[src/design/c39e_pkg.sv]
// shared types, constants and symbol lookup functions of the code 39 encoder
// no dependencies
package c39e_pkg;

    // symbol set facts
    localparam logic [5:0] GUARD_SYM     = 6'd39;
    localparam logic [6:0] NUM_CHECK     = 7'd43;
    localparam logic [8:0] GUARD_PATTERN = 9'h052;

    // default depth of the job queue between front and back
    localparam int QUEUE_DEPTH = 4;

    // configuration register indexes
    localparam int         CFG_INDEX_W         = 1;
    localparam logic [0:0] CFG_CHECKSUM_ENABLE = 1'd0;
    localparam logic [0:0] CFG_EXTENDED_MODE   = 1'd1;

    // job slot positions, emitted from low to high
    localparam int SLOT_W     = 6;
    localparam int SLOT_START = 0;
    localparam int SLOT_DATA0 = 1;
    localparam int SLOT_DATA1 = 2;
    localparam int SLOT_CHECK = 3;
    localparam int SLOT_STOP  = 4;
    localparam int SLOT_ERROR = 5;

    typedef struct packed {
        logic [7:0] char_code;
        logic       last_char;
    } t_in_word;

    typedef struct packed {
        logic [8:0] width_pattern;
        logic [5:0] symbol_index;
        logic       is_guard;
        logic       last_symbol;
        logic       bad_char;
    } t_out_word;

    typedef struct packed {
        logic checksum_enable;
        logic extended_mode;
    } t_cfg;

    // one classified character: which symbols to emit and their indexes
    typedef struct packed {
        logic [SLOT_W-1:0] slots;
        logic [5:0]        sym0;
        logic [5:0]        sym1;
        logic [5:0]        chk_sym;
    } t_job;

    typedef struct packed {
        logic       ok;
        logic [5:0] idx;
    } t_sym;

    typedef struct packed {
        logic       two;
        logic [5:0] s0;
        logic [5:0] s1;
    } t_ext;

    // symbol index of a byte after case folding
    function automatic t_sym sym_of(input logic [7:0] c);
        logic [7:0] cf;
        t_sym       r;
        cf = c;
        r.ok = 1'b1;
        r.idx = 6'd0;
        if (c inside {[8'd97:8'd122]}) cf = c - 8'd32;
        if (cf inside {[8'd49:8'd57]}) r.idx = 6'(cf - 8'd49);
        else if (cf == 8'd48) r.idx = 6'd9;
        else if (cf inside {[8'd65:8'd90]}) r.idx = 6'(cf - 8'd55);
        else if (cf == 8'd45) r.idx = 6'd36;
        else if (cf == 8'd46) r.idx = 6'd37;
        else if (cf == 8'd32) r.idx = 6'd38;
        else if (cf == 8'd42) r.idx = 6'd39;
        else if (cf == 8'd36) r.idx = 6'd40;
        else if (cf == 8'd47) r.idx = 6'd41;
        else if (cf == 8'd43) r.idx = 6'd42;
        else if (cf == 8'd37) r.idx = 6'd43;
        else r.ok = 1'b0;
        return r;
    endfunction

    // full ascii map: shift symbol ($ / + %) then letter, or one plain symbol
    function automatic t_ext ext_map(input logic [6:0] c);
        t_ext r;
        r.two = 1'b1;
        r.s0 = 6'd43;
        r.s1 = 6'd0;
        if (c == 7'd0) begin
            r.s1 = 6'd30;
        end else if (c inside {[7'd1:7'd26]}) begin
            r.s0 = 6'd40;
            r.s1 = 6'(c + 7'd9);
        end else if (c inside {[7'd27:7'd31]}) begin
            r.s1 = 6'(c - 7'd17);
        end else if (c == 7'd32) begin
            r.two = 1'b0;
            r.s0 = 6'd38;
        end else if (c inside {[7'd33:7'd44]}) begin
            r.s0 = 6'd41;
            r.s1 = 6'(c - 7'd23);
        end else if (c == 7'd45) begin
            r.two = 1'b0;
            r.s0 = 6'd36;
        end else if (c == 7'd46) begin
            r.two = 1'b0;
            r.s0 = 6'd37;
        end else if (c == 7'd47) begin
            r.s0 = 6'd41;
            r.s1 = 6'd24;
        end else if (c == 7'd48) begin
            r.two = 1'b0;
            r.s0 = 6'd9;
        end else if (c inside {[7'd49:7'd57]}) begin
            r.two = 1'b0;
            r.s0 = 6'(c - 7'd49);
        end else if (c == 7'd58) begin
            r.s0 = 6'd41;
            r.s1 = 6'd35;
        end else if (c inside {[7'd59:7'd63]}) begin
            r.s1 = 6'(c - 7'd44);
        end else if (c == 7'd64) begin
            r.s1 = 6'd31;
        end else if (c inside {[7'd65:7'd90]}) begin
            r.two = 1'b0;
            r.s0 = 6'(c - 7'd55);
        end else if (c inside {[7'd91:7'd95]}) begin
            r.s1 = 6'(c - 7'd71);
        end else if (c == 7'd96) begin
            r.s1 = 6'd32;
        end else if (c inside {[7'd97:7'd122]}) begin
            r.s0 = 6'd42;
            r.s1 = 6'(c - 7'd87);
        end else begin
            r.s1 = 6'(c - 7'd98);
        end
        return r;
    endfunction

    // check value of a data symbol
    function automatic logic [5:0] check_of(input logic [5:0] s);
        logic [5:0] v;
        if (s < 6'd9) v = s + 6'd1;
        else if (s == 6'd9) v = 6'd0;
        else if (s < 6'd39) v = s;
        else v = s - 6'd1;
        return v;
    endfunction

    // symbol that carries a given check value
    function automatic logic [5:0] sym_of_check(input logic [5:0] v);
        logic [5:0] s;
        if (v == 6'd0) s = 6'd9;
        else if (v < 6'd10) s = v - 6'd1;
        else if (v < 6'd39) s = v;
        else s = v + 6'd1;
        return s;
    endfunction

    // mod 43 add of two values below 43
    function automatic logic [5:0] add_mod(input logic [5:0] a, input logic [5:0] b);
        logic [6:0] sum;
        sum = {1'b0, a} + {1'b0, b};
        if (sum >= NUM_CHECK) sum = sum - NUM_CHECK;
        return sum[5:0];
    endfunction

    // wide bars for the units digit of the symbol index
    function automatic logic [4:0] bar_of(input logic [3:0] d);
        logic [4:0] b;
        case (d)
            4'd0:    b = 5'h11;
            4'd1:    b = 5'h12;
            4'd2:    b = 5'h03;
            4'd3:    b = 5'h14;
            4'd4:    b = 5'h05;
            4'd5:    b = 5'h06;
            4'd6:    b = 5'h18;
            4'd7:    b = 5'h09;
            4'd8:    b = 5'h0A;
            4'd9:    b = 5'h0C;
            default: b = 5'h00;
        endcase
        return b;
    endfunction

    // wide space for the tens digit, or for the four bar-less symbols
    function automatic logic [3:0] space_of(input logic special, input logic [1:0] k);
        logic [3:0] sp;
        case ({special, k})
            3'b000:  sp = 4'h2;
            3'b001:  sp = 4'h4;
            3'b010:  sp = 4'h8;
            3'b011:  sp = 4'h1;
            3'b100:  sp = 4'h7;
            3'b101:  sp = 4'hB;
            3'b110:  sp = 4'hD;
            3'b111:  sp = 4'hE;
            default: sp = 4'h0;
        endcase
        return sp;
    endfunction

    // nine-element pattern, bars on even bits and spaces on odd bits
    function automatic logic [8:0] pattern_of(input logic [5:0] s);
        logic [4:0] b;
        logic [3:0] sp;
        logic [5:0] dig;
        logic [1:0] dec;
        logic [8:0] p;
        b = 5'd0;
        p = 9'd0;
        dec = 2'd0;
        dig = s;
        if (s >= 6'd30) begin
            dec = 2'd3;
            dig = s - 6'd30;
        end else if (s >= 6'd20) begin
            dec = 2'd2;
            dig = s - 6'd20;
        end else if (s >= 6'd10) begin
            dec = 2'd1;
            dig = s - 6'd10;
        end
        if (s < 6'd40) begin
            b = bar_of(dig[3:0]);
            sp = space_of(1'b0, dec);
        end else begin
            sp = space_of(1'b1, s[1:0]);
        end
        for (int k = 0; k < 5; k++) p[2*k] = b[k];
        for (int k = 0; k < 4; k++) p[2*k+1] = sp[k];
        return p;
    endfunction

endpackage

[src/design/c39e_front.sv]
// front end: classifies each accepted character into a job of symbols
// keeps the barcode state (started, check value, dropping); uses c39e_pkg
module c39e_front (
    input  logic              i_clk,
    input  logic              i_rst_n,
    input  logic              i_accept,
    input  c39e_pkg::t_in_word i_in,
    input  c39e_pkg::t_cfg    i_cfg,
    output logic              o_job_valid,
    output c39e_pkg::t_job    o_job
);

    logic       r_started;
    logic       r_dropping;
    logic [5:0] r_acc;
    logic       n_started;
    logic       n_dropping;
    logic [5:0] n_acc;

    c39e_pkg::t_sym sym_std;
    c39e_pkg::t_ext sym_ext;
    logic           ok;
    logic           two;
    logic [5:0]     s0;
    logic [5:0]     s1;
    logic [5:0]     acc1;
    logic [5:0]     acc2;
    logic           last;

    // symbol lookup in either mode
    always_comb begin
        sym_std = c39e_pkg::sym_of(i_in.char_code);
        sym_ext = c39e_pkg::ext_map(i_in.char_code[6:0]);
        if (i_cfg.extended_mode) begin
            ok = ~i_in.char_code[7];
            two = sym_ext.two;
            s0 = sym_ext.s0;
            s1 = sym_ext.s1;
        end else begin
            ok = sym_std.ok;
            two = 1'b0;
            s0 = sym_std.idx;
            s1 = 6'd0;
        end
        last = i_in.last_char;
    end

    // running check value, a data star adds nothing
    always_comb begin
        acc1 = (s0 == c39e_pkg::GUARD_SYM) ? r_acc
                                           : c39e_pkg::add_mod(r_acc, c39e_pkg::check_of(s0));
        acc2 = two ? c39e_pkg::add_mod(acc1, c39e_pkg::check_of(s1)) : acc1;
    end

    // job word
    always_comb begin
        o_job.slots = '0;
        o_job.slots[c39e_pkg::SLOT_START] = ok & ~r_started;
        o_job.slots[c39e_pkg::SLOT_DATA0] = ok;
        o_job.slots[c39e_pkg::SLOT_DATA1] = ok & two;
        o_job.slots[c39e_pkg::SLOT_CHECK] = ok & last & i_cfg.checksum_enable;
        o_job.slots[c39e_pkg::SLOT_STOP]  = ok & last;
        o_job.slots[c39e_pkg::SLOT_ERROR] = ~ok;
        o_job.sym0 = s0;
        o_job.sym1 = s1;
        o_job.chk_sym = c39e_pkg::sym_of_check(acc2);
        o_job_valid = i_accept & ~r_dropping;
    end

    // barcode state update
    always_comb begin
        n_started = r_started;
        n_dropping = r_dropping;
        n_acc = r_acc;
        if (i_accept) begin
            if (r_dropping) begin
                if (last) n_dropping = 1'b0;
            end else if (!ok) begin
                n_started = 1'b0;
                n_acc = 6'd0;
                n_dropping = ~last;
            end else if (last) begin
                n_started = 1'b0;
                n_acc = 6'd0;
            end else begin
                n_started = 1'b1;
                n_acc = acc2;
            end
        end
    end

    always_ff @(posedge i_clk) begin
        if (!i_rst_n) begin
            r_started <= 1'b0;
            r_dropping <= 1'b0;
            r_acc <= 6'd0;
        end else begin
            r_started <= n_started;
            r_dropping <= n_dropping;
            r_acc <= n_acc;
        end
    end

endmodule

[src/design/c39e_queue.sv]
// short job queue between the front and back ends
// depth set by parameter; uses c39e_pkg
module c39e_queue #(
    parameter int QUEUE_DEPTH = c39e_pkg::QUEUE_DEPTH
) (
    input  logic           i_clk,
    input  logic           i_rst_n,
    input  logic           i_wr_en,
    input  c39e_pkg::t_job i_wr_job,
    input  logic           i_rd_en,
    output logic           o_full,
    output logic           o_valid,
    output c39e_pkg::t_job o_rd_job
);

    localparam int AW = (QUEUE_DEPTH > 1) ? $clog2(QUEUE_DEPTH) : 1;
    localparam int CW = $clog2(QUEUE_DEPTH + 1);
    localparam logic [AW-1:0] LAST_PTR = AW'(QUEUE_DEPTH - 1);
    localparam logic [CW-1:0] DEPTH_C = CW'(QUEUE_DEPTH);

    c39e_pkg::t_job r_mem [QUEUE_DEPTH];
    logic [AW-1:0]  r_wr_ptr;
    logic [AW-1:0]  r_rd_ptr;
    logic [CW-1:0]  r_count;
    logic           wr;
    logic           rd;

    assign o_full   = (r_count == DEPTH_C);
    assign o_valid  = (r_count != '0);
    assign o_rd_job = r_mem[r_rd_ptr];
    assign wr = i_wr_en & ~o_full;
    assign rd = i_rd_en & o_valid;

    // storage
    always_ff @(posedge i_clk) begin
        if (wr) r_mem[r_wr_ptr] <= i_wr_job;
    end

    // pointers and fill count
    always_ff @(posedge i_clk) begin
        if (!i_rst_n) begin
            r_wr_ptr <= '0;
            r_rd_ptr <= '0;
            r_count <= '0;
        end else begin
            if (wr) r_wr_ptr <= (r_wr_ptr == LAST_PTR) ? '0 : r_wr_ptr + AW'(1);
            if (rd) r_rd_ptr <= (r_rd_ptr == LAST_PTR) ? '0 : r_rd_ptr + AW'(1);
            if (wr && !rd) r_count <= r_count + CW'(1);
            else if (rd && !wr) r_count <= r_count - CW'(1);
        end
    end

endmodule

[src/design/c39e_back.sv]
// back end: walks the slots of the head job, one symbol word per cycle while
// the output register is empty or being taken; holds the output register; uses c39e_pkg
module c39e_back (
    input  logic                i_clk,
    input  logic                i_rst_n,
    input  logic                i_job_valid,
    input  c39e_pkg::t_job      i_job,
    output logic                o_job_pop,
    input  logic                i_out_pop,
    output logic                o_out_valid,
    output c39e_pkg::t_out_word o_out
);

    logic [c39e_pkg::SLOT_W-1:0] r_done;
    logic                        r_out_valid;
    c39e_pkg::t_out_word         r_out;

    logic [c39e_pkg::SLOT_W-1:0] pend;
    logic [c39e_pkg::SLOT_W-1:0] first;
    logic                        finishing;
    logic                        load;
    logic [5:0]                  sym;
    c39e_pkg::t_out_word         n_out;

    // pick the lowest pending slot
    always_comb begin
        pend = i_job.slots & ~r_done;
        first = pend & (~pend + c39e_pkg::SLOT_W'(1));
        finishing = ((pend & ~first) == '0);
        load = i_job_valid & (~r_out_valid | i_out_pop);
        o_job_pop = load & finishing;
    end

    // symbol word for the chosen slot
    always_comb begin
        if (first[c39e_pkg::SLOT_DATA0]) sym = i_job.sym0;
        else if (first[c39e_pkg::SLOT_DATA1]) sym = i_job.sym1;
        else if (first[c39e_pkg::SLOT_CHECK]) sym = i_job.chk_sym;
        else sym = c39e_pkg::GUARD_SYM;
        if (first[c39e_pkg::SLOT_ERROR]) begin
            n_out.width_pattern = 9'd0;
            n_out.symbol_index = 6'd0;
            n_out.is_guard = 1'b0;
            n_out.last_symbol = 1'b1;
            n_out.bad_char = 1'b1;
        end else begin
            n_out.width_pattern = c39e_pkg::pattern_of(sym);
            n_out.symbol_index = sym;
            n_out.is_guard = first[c39e_pkg::SLOT_START] | first[c39e_pkg::SLOT_STOP];
            n_out.last_symbol = first[c39e_pkg::SLOT_STOP];
            n_out.bad_char = 1'b0;
        end
    end

    // slot progress within the head job
    always_ff @(posedge i_clk) begin
        if (!i_rst_n) begin
            r_done <= '0;
        end else if (load) begin
            r_done <= finishing ? '0 : (r_done | first);
        end
    end

    // output register
    always_ff @(posedge i_clk) begin
        if (!i_rst_n) begin
            r_out_valid <= 1'b0;
        end else if (load) begin
            r_out_valid <= 1'b1;
        end else if (i_out_pop) begin
            r_out_valid <= 1'b0;
        end
    end

    always_ff @(posedge i_clk) begin
        if (load) r_out <= n_out;
    end

    assign o_out_valid = r_out_valid;
    assign o_out = r_out;

endmodule

[src/design/code39_symbol_encoder.sv]
// top level of the code 39 symbol encoder: config registers and wiring
// depends on c39e_pkg, c39e_front, c39e_queue, c39e_back
//
// Input side is a queue: drive i_in and raise push while full is low; one
// character word per accepted push, last_char set on the final character.
// Result side is a queue too: while empty is low o_out holds the oldest
// symbol word, and pop takes it. Each character gives one or two data
// symbols, the first of a barcode is preceded by the start guard, the last
// is followed by an optional mod-43 check symbol and the stop guard. A
// character that cannot be encoded gives a single error word and the rest
// of that barcode is discarded up to its last character.
// A character's job is written into the job queue, and its first word then
// goes into the output register. Throughput: one symbol word per cycle
// from the output register while pop keeps up; a character yields up to
// five words (none while dropped); the front takes one character per cycle
// while full is low, into a job queue that holds four jobs by default.
// When pop stays low, words wait in the output register and the job queue,
// and full rises once the queue is full. Configuration is written on the
// i_cfg channel, always ready, and applies from the next character.
// Reset empties the queue and output, sets checksum on and extended off.
module code39_symbol_encoder #(
    parameter int QUEUE_DEPTH = c39e_pkg::QUEUE_DEPTH
) (
    input  logic                              i_clk,
    input  logic                              i_rst_n,
    input  logic                              push,
    output logic                              full,
    input  c39e_pkg::t_in_word                i_in,
    output logic                              empty,
    input  logic                              pop,
    output c39e_pkg::t_out_word               o_out,
    input  logic                              i_cfg_valid,
    output logic                              o_cfg_ready,
    input  logic [c39e_pkg::CFG_INDEX_W-1:0]  i_cfg_index,
    input  logic                              i_cfg_data
);

    c39e_pkg::t_cfg r_cfg;
    c39e_pkg::t_job front_job;
    c39e_pkg::t_job head_job;
    logic           front_job_valid;
    logic           head_valid;
    logic           head_pop;
    logic           out_valid;
    logic           accept;

    assign o_cfg_ready = 1'b1;
    assign accept = push & ~full;
    assign empty = ~out_valid;

    // configuration registers
    always_ff @(posedge i_clk) begin
        if (!i_rst_n) begin
            r_cfg.checksum_enable <= 1'b1;
            r_cfg.extended_mode <= 1'b0;
        end else if (i_cfg_valid && o_cfg_ready) begin
            case (i_cfg_index)
                c39e_pkg::CFG_CHECKSUM_ENABLE: r_cfg.checksum_enable <= i_cfg_data;
                c39e_pkg::CFG_EXTENDED_MODE:   r_cfg.extended_mode <= i_cfg_data;
                default: ;
            endcase
        end
    end

    c39e_front u_front (
        .i_clk       (i_clk),
        .i_rst_n     (i_rst_n),
        .i_accept    (accept),
        .i_in        (i_in),
        .i_cfg       (r_cfg),
        .o_job_valid (front_job_valid),
        .o_job       (front_job)
    );

    c39e_queue #(
        .QUEUE_DEPTH (QUEUE_DEPTH)
    ) u_queue (
        .i_clk    (i_clk),
        .i_rst_n  (i_rst_n),
        .i_wr_en  (front_job_valid),
        .i_wr_job (front_job),
        .i_rd_en  (head_pop),
        .o_full   (full),
        .o_valid  (head_valid),
        .o_rd_job (head_job)
    );

    c39e_back u_back (
        .i_clk       (i_clk),
        .i_rst_n     (i_rst_n),
        .i_job_valid (head_valid),
        .i_job       (head_job),
        .o_job_pop   (head_pop),
        .i_out_pop   (pop & out_valid),
        .o_out_valid (out_valid),
        .o_out       (o_out)
    );

endmodule

[config.mk]
export PLATFORM = sky130hd
export DESIGN_NAME = code39_symbol_encoder
export DESIGN_NICKNAME = d
export VERILOG_FILES = /design/src/design/c39e_pkg.sv /design/src/design/c39e_front.sv /design/src/design/c39e_queue.sv /design/src/design/c39e_back.sv /design/src/design/code39_symbol_encoder.sv
export SDC_FILE = /design/constraint.sdc
export NUM_CORES = 1
export LEC_CHECK = 0
export ABC_AREA = 1
export BUFFER_PORTS_ARGS = -buffer_cell sky130_fd_sc_hd__buf_4
export CORE_MARGIN = 2
export CORE_UTILIZATION = 50
export CTS_CLUSTER_SIZE = 8
export DETAILED_ROUTE_END_ITERATION = 8
export GPL_TIMING_DRIVEN = 0
export PLACE_DENSITY = 0.67
export SKIP_LAST_GASP = 1
export SYNTH_ARGS = -nofsm -noshare
export SYNTH_HDL_FRONTEND = slang
export SYNTH_SLANG_ARGS = --single-unit
[constraint.sdc]
create_clock -name i_clk -period 11.84 [get_ports i_clk]
set_input_delay 0.592 -clock i_clk [delete_from_list [all_inputs] [get_ports i_clk]]
set_output_delay 0.592 -clock i_clk [all_outputs]
set_load 0.02 [all_outputs]
==> flow_metrics.tcl <==
set metrics [dict create \
    cp.arrival_ns 9.69 \
    finalHoldViolCount 0 \
    synth.distinct_cells 65 \
    clkTransAtPathRegs_ns 0.05 \
    cap_violations 0 \
    synth_top_family_by_area "simple AND/OR/NAND/NOR gates" \
    dp_hpwl_mm 18.2 \
    numClockSinks 140 \
    skew_ns 0.0117 \
    avgSynthCellArea_um2 7.99 \
    antenna_found_initial 0 \
    route.detailed.drc 0 \
    nets 1394 \
    numCtsBuffers 17 \
    io_pins 37 \
    place.gp.congestion 0.924 \
    powerDensity_nw_per_um2 248 \
    fillers 1805 \
    drive_above_1_share_pct 14.8 \
    die_w_um 146 \
    cts_setup_buffers 0 \
    grt_first_pass_wirelength_mm 39.4 \
    die_h_um 146 \
    worst_pin_slew_ns 1.14 \
    holdWs_ns 0.391 \
    tns_ns 0 \
    tritoncts "yes" \
    rsz0062_at_grt "false" \
    drv_slew 0 \
    setup.worst_path.end_class "flop" \
    clock_latency_ns 0.42 \
    postSynthCellCount 1261 \
    grt_start_max_net_pins 25 \
    ir_drop_mv 0.183 \
    first_pass_iters 5 \
    yosys_warnings 0 \
    core_area_um2 19600 \
    cts-root-buf "clkbuf_16" \
    synth_nets 1338 \
    cts_max_path_buffers 2 \
    synth_compound_area_share_pct 14.5 \
    setup-violations-final 0 \
    yosys.area_share.simple_pct 27.1 \
    port_buffers 33 \
    wl_mm 24.2 \
    synth_area_um2 10100 \
    start_util_pct 51.4 \
    synth-seq-cells 140 \
    fin_crit_sh_pct 80.6 \
    synthXorXnorAreaFrac_pct 3.12 \
    critPathMaxFanout 10 \
    ant_nets 0 \
    cts_resized 0 \
    overflow 0 \
    leakagePower_nw 5.14 \
    synth_edf_count 114 \
    dominantRegCellSynth "edfxtp_1" \
    synth_adder_area_share_pct 7.90 \
    async_flop_share_pct 0 \
    cts_hold_buf 0 \
    cts_max_level 4 \
    max-slew-margin-rel_pct 23.2 \
    first_global_vias 8029 \
    grt_util_all_layers_pct 23.0 \
    viasPerCell 5.42 \
    wire_per_inst_um 15.2 \
    rows 51 \
    max_freq_mhz 105 \
    critPathMaxStageDelay_ns 0.42 \
    crit_top_cell "nand2_1" \
    antenna_cells 0 \
    critPathSlowestCell "fa_1" \
    total_power_mw 2.81 \
    yosysSeqAreaShare_pct 39.2 \
    crit_required_ns 11.99 \
    synthMuxAreaShare_pct 0.199 \
    min_path_type "input port to flop" \
    cp-start-kind "input port" \
    post-route-min-period_ns 9.54 \
    crit_type "input port to flop" \
    area_growth_pct 12.5 \
    status "completed" \
    drt_iter0_drc 606 \
    dr_total_vias 8643 \
    design.die.area_um2 21300 \
]
-- registers in the layout, summed over array words and instances, names as in the netlist, named ones only --
signal and cells:
r_cfg 2, u_back.o_out 18, u_back.o_out_valid 1, u_back.r_done 6, u_front.r_acc 6, u_front.r_dropping 1, u_front.r_started 1, u_queue.r_count 3
u_queue.r_mem 96, u_queue.r_rd_ptr 2, u_queue.r_wr_ptr 2
-- cell families (layout without fill, tap and decap cells) --
logic type,after synthesis,after routing
fa+ha+maj,62,62
mux,2,2
buf+inv,196,265
flops,140,140
compound gates,244,244
simple gates,581,581
xor+xnor,35,35
other cells,1,1
-- synth_stat cells, types with 12 or more instances --
| cell type | instances | area (µm²) |
|---|---|---|
| xor2_1 | 25 | 219 |
| inv_2 | 23 | 86.3 |
| a21oi_1 | 56 | 280 |
| o22ai_1 | 18 | 113 |
| nor2_1 | 130 | 488 |
| ha_1 | 58 | 726 |
| nand2_1 | 275 | 1030 |
| edfxtp_1 | 114 | 3420 |
| inv_1 | 140 | 526 |
| nand4_1 | 14 | 87.6 |
| nand2_2 | 24 | 150 |
| o21ai_1 | 18 | 90.1 |
| nand3_1 | 79 | 395 |
| nand2_4 | 12 | 135 |
| o21ai_0 | 101 | 505 |
| dfxtp_1 | 26 | 521 |
-- stage by stage --
step	utilization, %	std cells	cell area (µm²)	setup slack [ns]
global route	57.8	1595	11300	1.49
CTS	57.8	1595	11300	2.32
detailed placement	54.8	1563	10700	1.90
finish	57.8	1595	11300	2.30
global placement	54.4	1559	10600	2.06
floorplan	-	1261	10100	3.53
-- layout make-up --
cell class / count / area [µm²] / share of cell area (%)
inverters: 168 / 637 / 5.62
multi-input cells: 925 / 5340 / 47.1
clock inverters: 7 / 86.3 / 0.762
plain buffers: 28 / 171 / 1.51
well taps: 265 / 332 / 2.93
repair buffers: 37 / 320 / 2.83
flip-flops and latches: 140 / 3940 / 34.8
clock buffers: 25 / 505 / 4.46
-- cell usage in the layout (no fill, tap or decap), types with 5 or more instances in the layout --
cell type	Yosys	final
nor2_4	7	8
clkbuf_16	0	17
ha_1	58	58
o211ai_2	5	5
o221ai_1	8	8
nor2_1	130	126
o21ai_0	101	101
xnor2_1	9	9
nand2_2	24	24
nor2_2	9	12
buf_2	6	6
nand4_1	14	14
nand3_2	7	7
o211ai_1	9	9
inv_2	23	23
o21ai_1	18	18
buf_4	5	38
nor3_1	8	8
dfxtp_1	26	26
edfxtp_1	114	114
nand2_4	12	12
inv_1	140	140
nand2_1	275	275
nand3_1	79	79
a21oi_1	56	55
clkbuf_1	11	14
xor2_1	25	25
o22ai_1	18	18
clkbuf_8	1	6
-- metal layers --
layer	vias up	part of all wire (%)	global-route usage (%)
met1	4025	44	29.8
met5	-	0	0
met3	40	4.8	3.32
met4	0	1.6	6.62
li1	4347	-	-
met2	231	49	40.1
-- power breakdown --
part,total [mW],switching [mW],internal [mW]
Clock,0.521,0.185,0.336
Sequential,0.742,0.0302,0.712
Combinational,1.54,1.03,0.513
Total,2.81,1.25,1.56
-- critical path, delay by kind of cell --
kind | cells | cell delay [ns]
simple gates | 31 | 3.79
compound gates | 11 | 2.09
xor+xnor | 3 | 0.53
fa+ha+maj | 5 | 1.62
buf+inv | 7 | 1.02
-- path summary, 6_finish.rpt --
check / start / to / slack (ns) / cells past startpoint
hold / removal: i_in[0] / u_front.r_dropping / 0.39 / 2
setup reg to reg: r_cfg[0] / u_queue.r_mem[3][5] / 4.16 / 43
setup / recovery: i_in[4] / u_queue.r_mem[3][5] / 2.30 / 57
hold reg to reg: u_back.r_done[5] / u_back.r_done[5] / 0.46 / 2
No activity file was read; power rests on OpenSTA's default activity.
